## config.mk

```make
export PLATFORM = sky130hd
export DESIGN_NAME = hampel_outlier_filter
export DESIGN_NICKNAME = d
export VERILOG_FILES = /design/src/design/hof_pkg.sv /design/src/design/hof_ctrl.sv /design/src/design/hof_datapath.sv /design/src/design/hampel_outlier_filter.sv
export SDC_FILE = /design/constraint.sdc
export NUM_CORES = 2
export LEC_CHECK = 0
export BUFFER_PORTS_ARGS = -buffer_cell sky130_fd_sc_hd__buf_2
export CAP_MARGIN = 15
export CORE_MARGIN = 2
export CORE_UTILIZATION = 62
export DETAILED_ROUTE_END_ITERATION = 8
export GPL_TIMING_DRIVEN = 0
export PLACE_DENSITY = 0.9
export SETUP_SLACK_MARGIN = 0.15
export SYNTH_ARGS = -nofsm -noshare
export SYNTH_HDL_FRONTEND = slang
export SYNTH_SLANG_ARGS = --single-unit
```

## constraint.sdc

```tcl
create_clock -name clock -period 17.1 [get_ports clock]
set_clock_uncertainty 0.2 [all_clocks]
set_input_delay 1.71 -clock clock [delete_from_list [all_inputs] [get_ports clock]]
set_output_delay 1.71 -clock clock [all_outputs]
set_load 0.02 [all_outputs]
```

## src/design/hof_pkg.sv

```systemverilog
// Package of the hampel outlier filter: constants, controller states,
// command and status structs shared by controller and datapath.
`default_nettype none
package hof_pkg;

   localparam int DATA_W    = 16;
   localparam int MIN_FILL  = 3;
   localparam logic [15:0] THRESHOLD_RESET = 16'd12288;
   localparam logic [15:0] SCALE_RESET     = 16'd6073;

   // Register index codes (paddr bit 2)
   localparam logic REG_THRESHOLD = 1'b0;
   localparam logic REG_SCALE     = 1'b1;

   typedef enum logic [3:0] {
      ST_IDLE,
      ST_WRITE,
      ST_CHECK,
      ST_CAND,
      ST_SCAN,
      ST_DRAIN,
      ST_DECIDE,
      ST_MEDIAN,
      ST_MAD,
      ST_MUL,
      ST_FINISH
   } state_type;

   typedef struct packed {
      logic accept;      // capture input sample
      logic write;       // write sample into window, advance slot
      logic check;       // latch bypass flag, start value pass
      logic cand_issue;  // read candidate, clear rank counts
      logic scan_issue;  // read next compare entry
      logic decide;      // test candidate rank, advance candidate
      logic median;      // latch median, start deviation pass
      logic mad;         // latch MAD, deviation and threshold product
      logic mul;         // form full threshold product
      logic load_out;    // load result register
   } cmd_type;

   typedef struct packed {
      logic few;         // fewer than three samples filled
      logic j_last;      // last compare entry issued
      logic i_last;      // last candidate tested
      logic pass;        // 0: value pass, 1: deviation pass
      logic out_busy;    // result register occupied and not taken
   } status_type;

endpackage
`default_nettype wire

```

## src/design/hof_ctrl.sv

```systemverilog
// Controller of the hampel outlier filter: sequences the two rank-select
// passes and the threshold test. Uses hof_pkg.
`default_nettype none
module hof_ctrl
   import hof_pkg::*;
(
   input  wire logic       clock,
   input  wire logic       reset,
   input  wire logic       in_valid,
   output logic            in_ready,
   input  status_type      status,
   output cmd_type         cmd
);

   state_type state_ff, state_in;

   // Hold state
   always_ff @(posedge clock) begin
      if (reset) begin
         state_ff <= ST_IDLE;
      end else begin
         state_ff <= state_in;
      end
   end

   // Next state and commands
   always_comb begin
      state_in = state_ff;
      cmd      = '0;
      in_ready = 1'b0;
      unique case (state_ff)
         ST_IDLE: begin
            in_ready = 1'b1;
            if (in_valid) begin
               cmd.accept = 1'b1;
               state_in   = ST_WRITE;
            end
         end
         ST_WRITE: begin
            cmd.write = 1'b1;
            state_in  = ST_CHECK;
         end
         ST_CHECK: begin
            cmd.check = 1'b1;
            state_in  = status.few ? ST_FINISH : ST_CAND;
         end
         ST_CAND: begin
            cmd.cand_issue = 1'b1;
            state_in       = ST_SCAN;
         end
         ST_SCAN: begin
            cmd.scan_issue = 1'b1;
            if (status.j_last) state_in = ST_DRAIN;
         end
         ST_DRAIN: begin
            state_in = ST_DECIDE;
         end
         ST_DECIDE: begin
            cmd.decide = 1'b1;
            if (!status.i_last) state_in = ST_CAND;
            else if (status.pass) state_in = ST_MAD;
            else state_in = ST_MEDIAN;
         end
         ST_MEDIAN: begin
            cmd.median = 1'b1;
            state_in   = ST_CAND;
         end
         ST_MAD: begin
            cmd.mad  = 1'b1;
            state_in = ST_MUL;
         end
         ST_MUL: begin
            cmd.mul  = 1'b1;
            state_in = ST_FINISH;
         end
         ST_FINISH: begin
            if (!status.out_busy) begin
               cmd.load_out = 1'b1;
               state_in     = ST_IDLE;
            end
         end
         default: state_in = ST_IDLE;
      endcase
   end

endmodule
`default_nettype wire

```

## src/design/hof_datapath.sv

```systemverilog
// Datapath of the hampel outlier filter: window memory, rank counting,
// median and MAD registers, threshold multiply and result register. Uses hof_pkg.
`default_nettype none
module hof_datapath
   import hof_pkg::*;
#(
   parameter int WINDOW = 7
) (
   input  wire logic               clock,
   input  wire logic               reset,
   input  cmd_type                 cmd,
   output status_type              status,
   input  wire logic [DATA_W-1:0]  sample_in,
   input  wire logic [15:0]        threshold,
   input  wire logic [15:0]        scale,
   input  wire logic               out_taken,
   output logic                    out_valid,
   output logic [DATA_W-1:0]       out_sample,
   output logic                    out_replaced
);

   localparam int IW = (WINDOW > 1) ? $clog2(WINDOW) : 1;
   localparam int CW = $clog2(WINDOW + 1);

   logic [DATA_W-1:0] mem [WINDOW];
   logic [DATA_W-1:0] rd_ff;
   logic [IW-1:0]     raddr;

   logic [IW-1:0]     slot_ff, slot_in;
   logic [CW-1:0]     fill_ff, fill_in;
   logic [IW-1:0]     i_ff, j_ff;
   logic [CW-1:0]     less_ff, eq_ff;
   logic              pass_ff, bypass_ff;
   logic              load_cand_ff, cmp_valid_ff;
   logic signed [16:0] cand_ff, lo_ff, hi_ff, val;
   logic signed [16:0] diff;
   logic [DATA_W-1:0] sample_ff, median_ff, mad_ff, dev_ff;
   logic [31:0]       prod_ff;
   logic [47:0]       rhs_ff;
   logic              out_valid_ff, out_replaced_ff;
   logic [DATA_W-1:0] out_sample_ff;

   logic [CW-1:0]     k1, k2;
   logic [CW:0]       top_rank;
   logic signed [17:0] mid_sum;
   logic signed [16:0] dev_diff;
   logic [16:0]       dev_abs;
   logic [47:0]       lhs;

   // Window memory with registered read
   assign raddr = cmd.cand_issue ? i_ff : j_ff;
   always_ff @(posedge clock) begin
      if (cmd.write) mem[slot_ff] <= sample_ff;
      rd_ff <= mem[raddr];
   end

   // Advance write slot and fill count
   assign slot_in = (slot_ff == IW'(WINDOW - 1)) ? '0 : slot_ff + 1'b1;
   assign fill_in = (fill_ff == CW'(WINDOW)) ? fill_ff : fill_ff + 1'b1;

   always_ff @(posedge clock) begin
      if (reset) begin
         slot_ff      <= '0;
         fill_ff      <= '0;
         out_valid_ff <= 1'b0;
         load_cand_ff <= 1'b0;
         cmp_valid_ff <= 1'b0;
      end else begin
         if (cmd.write) begin
            slot_ff <= slot_in;
            fill_ff <= fill_in;
         end
         if (cmd.load_out) out_valid_ff <= 1'b1;
         else if (out_taken) out_valid_ff <= 1'b0;
         load_cand_ff <= cmd.cand_issue;
         cmp_valid_ff <= cmd.scan_issue;
      end
   end

   // Map read data to the value under rank: sample or its deviation
   assign diff = $signed({rd_ff[15], rd_ff}) - $signed({median_ff[15], median_ff});
   always_comb begin
      if (pass_ff) val = diff[16] ? -diff : diff;
      else val = $signed({rd_ff[15], rd_ff});
   end

   // Rank targets and median sum
   assign k1       = (fill_ff - 1'b1) >> 1;
   assign k2       = fill_ff >> 1;
   assign top_rank = {1'b0, less_ff} + {1'b0, eq_ff};
   assign mid_sum  = {lo_ff[16], lo_ff} + {hi_ff[16], hi_ff};

   // Deviation of the current sample from the median
   assign dev_diff = $signed({sample_ff[15], sample_ff}) - $signed({median_ff[15], median_ff});
   assign dev_abs  = dev_diff[16] ? 17'(-dev_diff) : 17'(dev_diff);
   assign lhs      = {8'd0, dev_ff, 24'd0};

   // Datapath registers
   always_ff @(posedge clock) begin
      if (cmd.accept) sample_ff <= sample_in;
      if (cmd.check) begin
         bypass_ff <= (fill_ff < CW'(MIN_FILL));
         pass_ff   <= 1'b0;
         i_ff      <= '0;
      end
      if (cmd.cand_issue) begin
         j_ff    <= '0;
         less_ff <= '0;
         eq_ff   <= '0;
      end
      if (cmd.scan_issue) j_ff <= j_ff + 1'b1;
      if (load_cand_ff) cand_ff <= val;
      if (cmp_valid_ff) begin
         if (val < cand_ff) less_ff <= less_ff + 1'b1;
         if (val == cand_ff) eq_ff <= eq_ff + 1'b1;
      end
      if (cmd.decide) begin
         if (less_ff <= k1 && {1'b0, k1} < top_rank) lo_ff <= cand_ff;
         if (less_ff <= k2 && {1'b0, k2} < top_rank) hi_ff <= cand_ff;
         i_ff <= i_ff + 1'b1;
      end
      if (cmd.median) begin
         median_ff <= mid_sum[16:1];
         pass_ff   <= 1'b1;
         i_ff      <= '0;
      end
      if (cmd.mad) begin
         mad_ff  <= mid_sum[16:1];
         dev_ff  <= dev_abs[15:0];
         prod_ff <= {16'd0, threshold} * {16'd0, scale};
      end
      if (cmd.mul) rhs_ff <= {16'd0, prod_ff} * {32'd0, mad_ff};
      if (cmd.load_out) begin
         if (!bypass_ff && lhs > rhs_ff) begin
            out_sample_ff   <= median_ff;
            out_replaced_ff <= 1'b1;
         end else begin
            out_sample_ff   <= sample_ff;
            out_replaced_ff <= 1'b0;
         end
      end
   end

   // Status to the controller
   assign status.few      = (fill_ff < CW'(MIN_FILL));
   assign status.j_last   = (CW'(j_ff) == CW'(fill_ff - 1'b1));
   assign status.i_last   = (CW'(i_ff) == CW'(fill_ff - 1'b1));
   assign status.pass     = pass_ff;
   assign status.out_busy = out_valid_ff && !out_taken;

   assign out_valid    = out_valid_ff;
   assign out_sample   = out_sample_ff;
   assign out_replaced = out_replaced_ff;

endmodule
`default_nettype wire

```

## src/design/hampel_outlier_filter.sv

```systemverilog
// Hampel outlier filter: Q8.8 samples in, filtered samples out, one item at a time.
// Each item is written into the window and checked; with fewer than three samples
// filled it passes through, else two rank-count passes (values, then deviations
// from the median) test each filled entry as a candidate via the window's one read port.
// A new item is taken only after the last result is loaded into a free result register.
// Reset: synchronous, clears window fill, slot, result valid; registers to defaults.
`default_nettype none
module hampel_outlier_filter
   import hof_pkg::*;
#(
   parameter int WINDOW = 7
) (
   input  wire logic        clock,
   input  wire logic        reset,
   input  wire logic        req_tvalid,
   output logic             req_tready,
   input  wire logic [15:0] req_tdata,   // [15:0] sample_in
   output logic             rsp_tvalid,
   input  wire logic        rsp_tready,
   output logic [15:0]      rsp_tdata,   // [15:0] sample_out
   output logic             rsp_tuser,   // [0] replaced
   input  wire logic        csr_psel,
   input  wire logic        csr_penable,
   input  wire logic        csr_pwrite,
   input  wire logic [2:0]  csr_paddr,
   input  wire logic [31:0] csr_pwdata,
   output logic [31:0]      csr_prdata,
   output logic             csr_pready
);

   cmd_type    cmd;
   status_type status;
   logic [15:0] threshold_ff, scale_ff;
   logic        csr_write;

   // Configuration registers
   assign csr_pready = 1'b1;
   assign csr_write  = csr_psel && csr_penable && csr_pwrite;
   always_ff @(posedge clock) begin
      if (reset) begin
         threshold_ff <= THRESHOLD_RESET;
         scale_ff     <= SCALE_RESET;
      end else if (csr_write) begin
         if (csr_paddr[2] == REG_SCALE) scale_ff <= csr_pwdata[15:0];
         else threshold_ff <= csr_pwdata[15:0];
      end
   end
   assign csr_prdata = {16'd0, (csr_paddr[2] == REG_THRESHOLD) ? threshold_ff : scale_ff};

   hof_ctrl u_ctrl (
      .clock    (clock),
      .reset    (reset),
      .in_valid (req_tvalid),
      .in_ready (req_tready),
      .status   (status),
      .cmd      (cmd)
   );

   hof_datapath #(.WINDOW(WINDOW)) u_datapath (
      .clock        (clock),
      .reset        (reset),
      .cmd          (cmd),
      .status       (status),
      .sample_in    (req_tdata),
      .threshold    (threshold_ff),
      .scale        (scale_ff),
      .out_taken    (rsp_tready),
      .out_valid    (rsp_tvalid),
      .out_sample   (rsp_tdata),
      .out_replaced (rsp_tuser)
   );

endmodule
`default_nettype wire

```

==> summary.md <==
| Metric | Value |
|---|---|
| Largest cells by area after synthesis | `fa_1 (29%), edfxtp_1 (23%), ha_1 (9.4%)` |
| # port buffers | `72` |
| Post-synthesis simple-gate area fraction | `14.3%` |
| R2R depth | `22` |
| TritonCTS clock tree | `built` |
| Startpoint class of the critical path | `flop` |
| Synth Instances | `4293` |
| Register area share after synthesis | `26.4%` |
| Dpl hpwl | `88200 um` |
| Die H | `267 um` |
| Clock root cell | `clkbuf_16` |
| DR pass1 iterations | `8` |
| Vias | `32400` |
| Slew @ Worst Pin | `1.05 ns` |
| Crit Path Category | `flop to flop` |
| CTS Hold Bufs | `0` |
| Synth cell types | `83` |
| FFs w/ async S/R, synth | `0%` |
| Required time of the critical path | `17.22 ns` |
| Multiplexer area fraction after synthesis | `2.31%` |
| Clk_lat worst skew | `0.60 ns` |
| Vias in the first global route | `34000` |
| Post-Synth Adder-Cell Area | `38.3%` |
| Outcome | `finished, final reports clean` |
| Top-area cell type share of the netlist area | `28.9%` |
| DRT Wirelength | `114000 um` |
| Max-slew headroom | `30.2%` |
| Mean Syn Cell Area | `9.95 um^2` |
| Total track usage | `32.8%` |
| Rows | `96` |
| Ports | `110` |
| Final nets | `5438` |
| CTS sink cnt | `399` |
| Period utilisation layout | `48.8%` |
| Avg WL per Cell | `21.3 um` |
| Max_cap viols | `0` |
| Max-slew violations | `0` |
| RSZ-0062 raised after global routing | `no` |
| DRC viols | `0` |
| Die area | `71000 um^2` |
| First-pass GRT wire length | `180000 um` |
| Total congestion overflow | `0` |
| Multi-input gate area in the final layout | `27800 um^2` |
| Final Setup Violations | `0` |
| Die extent in x | `267 um` |
| Primary FF master, synth | `edfxtp_1` |
| Combinational family with the most area after synthesis | `adder cells` |
| Post-route setup TNS | `0 ns` |
| Largest net degree at the start of global routing | `36` |
| DR iter-0 viols | `3646` |
| P&R area growth vs syn | `7.29%` |
| Final min period | `8.35 ns` |
| Initial core utilization | `62.4%` |
| Mapped Area | `42700 um^2` |
| Critical Path AT | `8.47 ns` |
| Routed Antenna Nets | `0` |
| Inserted Diodes | `0` |
| Initial antenna violation count | `0` |
| CTS Buf Count | `42` |
| # fillers | `4844` |
| Number of synthesized register bits | `399` |
| EDFF count, synth | `328` |
| Fmax | `120 MHz` |
| Vias per Instance | `6.05` |
| Synth Area in Compound Gates | `7.00%` |
| CP max FO | `10` |
| Clk buf depth | `3` |
| Post-CTS sizing | `0` |
| YS warnings | `0` |
| Synth cell count leaders | `inv_1 (777), nand2_1 (639), fa_1 (616)` |
| Hold Violations, Final | `0` |
| Clock-pin slew on the worst setup and hold paths | `0.06 ns` |
| Hold WC Path Type | `flop to flop` |
| RePlAce Congestion | `0.994` |
| H-tree depth | `2` |
| Post-Synth XOR/XNOR Area | `2.93%` |
| Yosys top cell by area | `fa_1` |
| CORE AREA | `68500 um^2` |
| Most frequent cell after synthesis | `inv_1` |
| Share of post-route cells with drive strength above 1 | `5.61%` |
| Register area | `11300 um^2` |
| Hold path depth | `0` |
| Post-CTS Setup Inserts | `0` |
| CP Capture Type | `flop` |
## stage by stage
step / instances / setup slack [ns] / hold WS, ns / cell area (um^2) / util [%]
after floorplan: 4308 / 10.59 / 0.245 / 42800 / -
after global placement: 5262 / 9.27 / 0.254 / 44200 / 64.6
after detailed placement: 5280 / 9.24 / 0.257 / 44500 / 65.0
after CTS: 5356 / 9.14 / 0.258 / 45800 / 67.0
after global routing: 5356 / 8.61 / 0.283 / 45800 / 67.0
final: 5356 / 8.75 / 0.266 / 45800 / 67.0
## placed cells by master, fill, tap and decap left out, drive strengths merged, types with 19 or more instances in the layout
cell type / n
fa: 616
dfxtp: 71
nor2: 128
inv: 780
nand2: 639
nand2b: 27
mux2: 36
xor2: 46
a21o: 73
buf: 115
clkbuf: 230
edfxtp: 328
o21ai: 106
mux2i: 22
nand3: 32
and2: 303
xnor2: 97
a21oi: 155
nand4: 19
nor3: 41
a31oi: 20
ha: 322
nor2b: 19
## routing by layer
layer | up-vias | share of wire, % | global-route usage (%)
li1 | 13900 | - | -
met1 | 15800 | 35 | 40.1
met2 | 2140 | 47 | 54.8
met3 | 527 | 11 | 7.42
met4 | 0 | 6.2 | 16.6
met5 | - | 0 | 0
## final cells by class
class	count	share of cell area [%]
Buffer	200	1.79
Tap cell	882	2.41
Inverter	777	6.36
Multi-Input combinational cell	2932	60.7
Timing Repair Buffer	90	1.23
Clock inverter	21	0.491
Clock buffer	55	2.44
Sequential cell	399	24.6
## final timing paths
path	slack, ns	startpoint	to
hold reg to reg	0.27	u_datapath.cand_ff[16]	u_datapath.lo_ff[16]
setup reg to reg	8.75	u_datapath.prod_ff[12]	u_datapath.rhs_ff[44]
hold / removal	0.27	u_datapath.cand_ff[16]	u_datapath.lo_ff[16]
setup / recovery	8.75	u_datapath.prod_ff[12]	u_datapath.rhs_ff[44]
## critical path, stage by stage, from the launching register on
cell       delay [ns]
edfxtp_1         0.64
clkbuf_1         0.54
nand2_1          0.20
fa_1             0.50
fa_1             0.53
fa_1             0.53
inv_1            0.06
fa_1             0.50
fa_1             0.50
inv_1            0.05
fa_1             0.47
inv_1            0.05
ha_1             0.36
a21o_1           0.14
a21o_1           0.16
a211oi_1         0.09
nor4b_1          0.87
a21oi_1          0.31
nand4bb_1        0.32
a22oi_1          0.48
a31oi_1          0.17
o21ai_0          0.29
xor2_1           0.13
## logic make-up after synthesis
kind of cell | Yosys count
and+or+nand+nor | 1288
adders and majority gates | 938
muxes | 74
other | 2
DFF | 399
buffers and inverters | 977
AOI/OAI and AO/OA | 472
xor gates and xnor gates | 143
## sequential cells by signal, indices dropped and copies added (netlist names), 17 cells and up
register	count
u_datapath.hi_ff	17
u_datapath.prod_ff	32
u_datapath.rhs_ff	48
u_datapath.lo_ff	17
u_datapath.cand_ff	17
u_datapath.mem	112
Power is left out: the tool's default activity adds up to more than one toggle a clock period on the data nets, which glitch-free logic cannot reach.
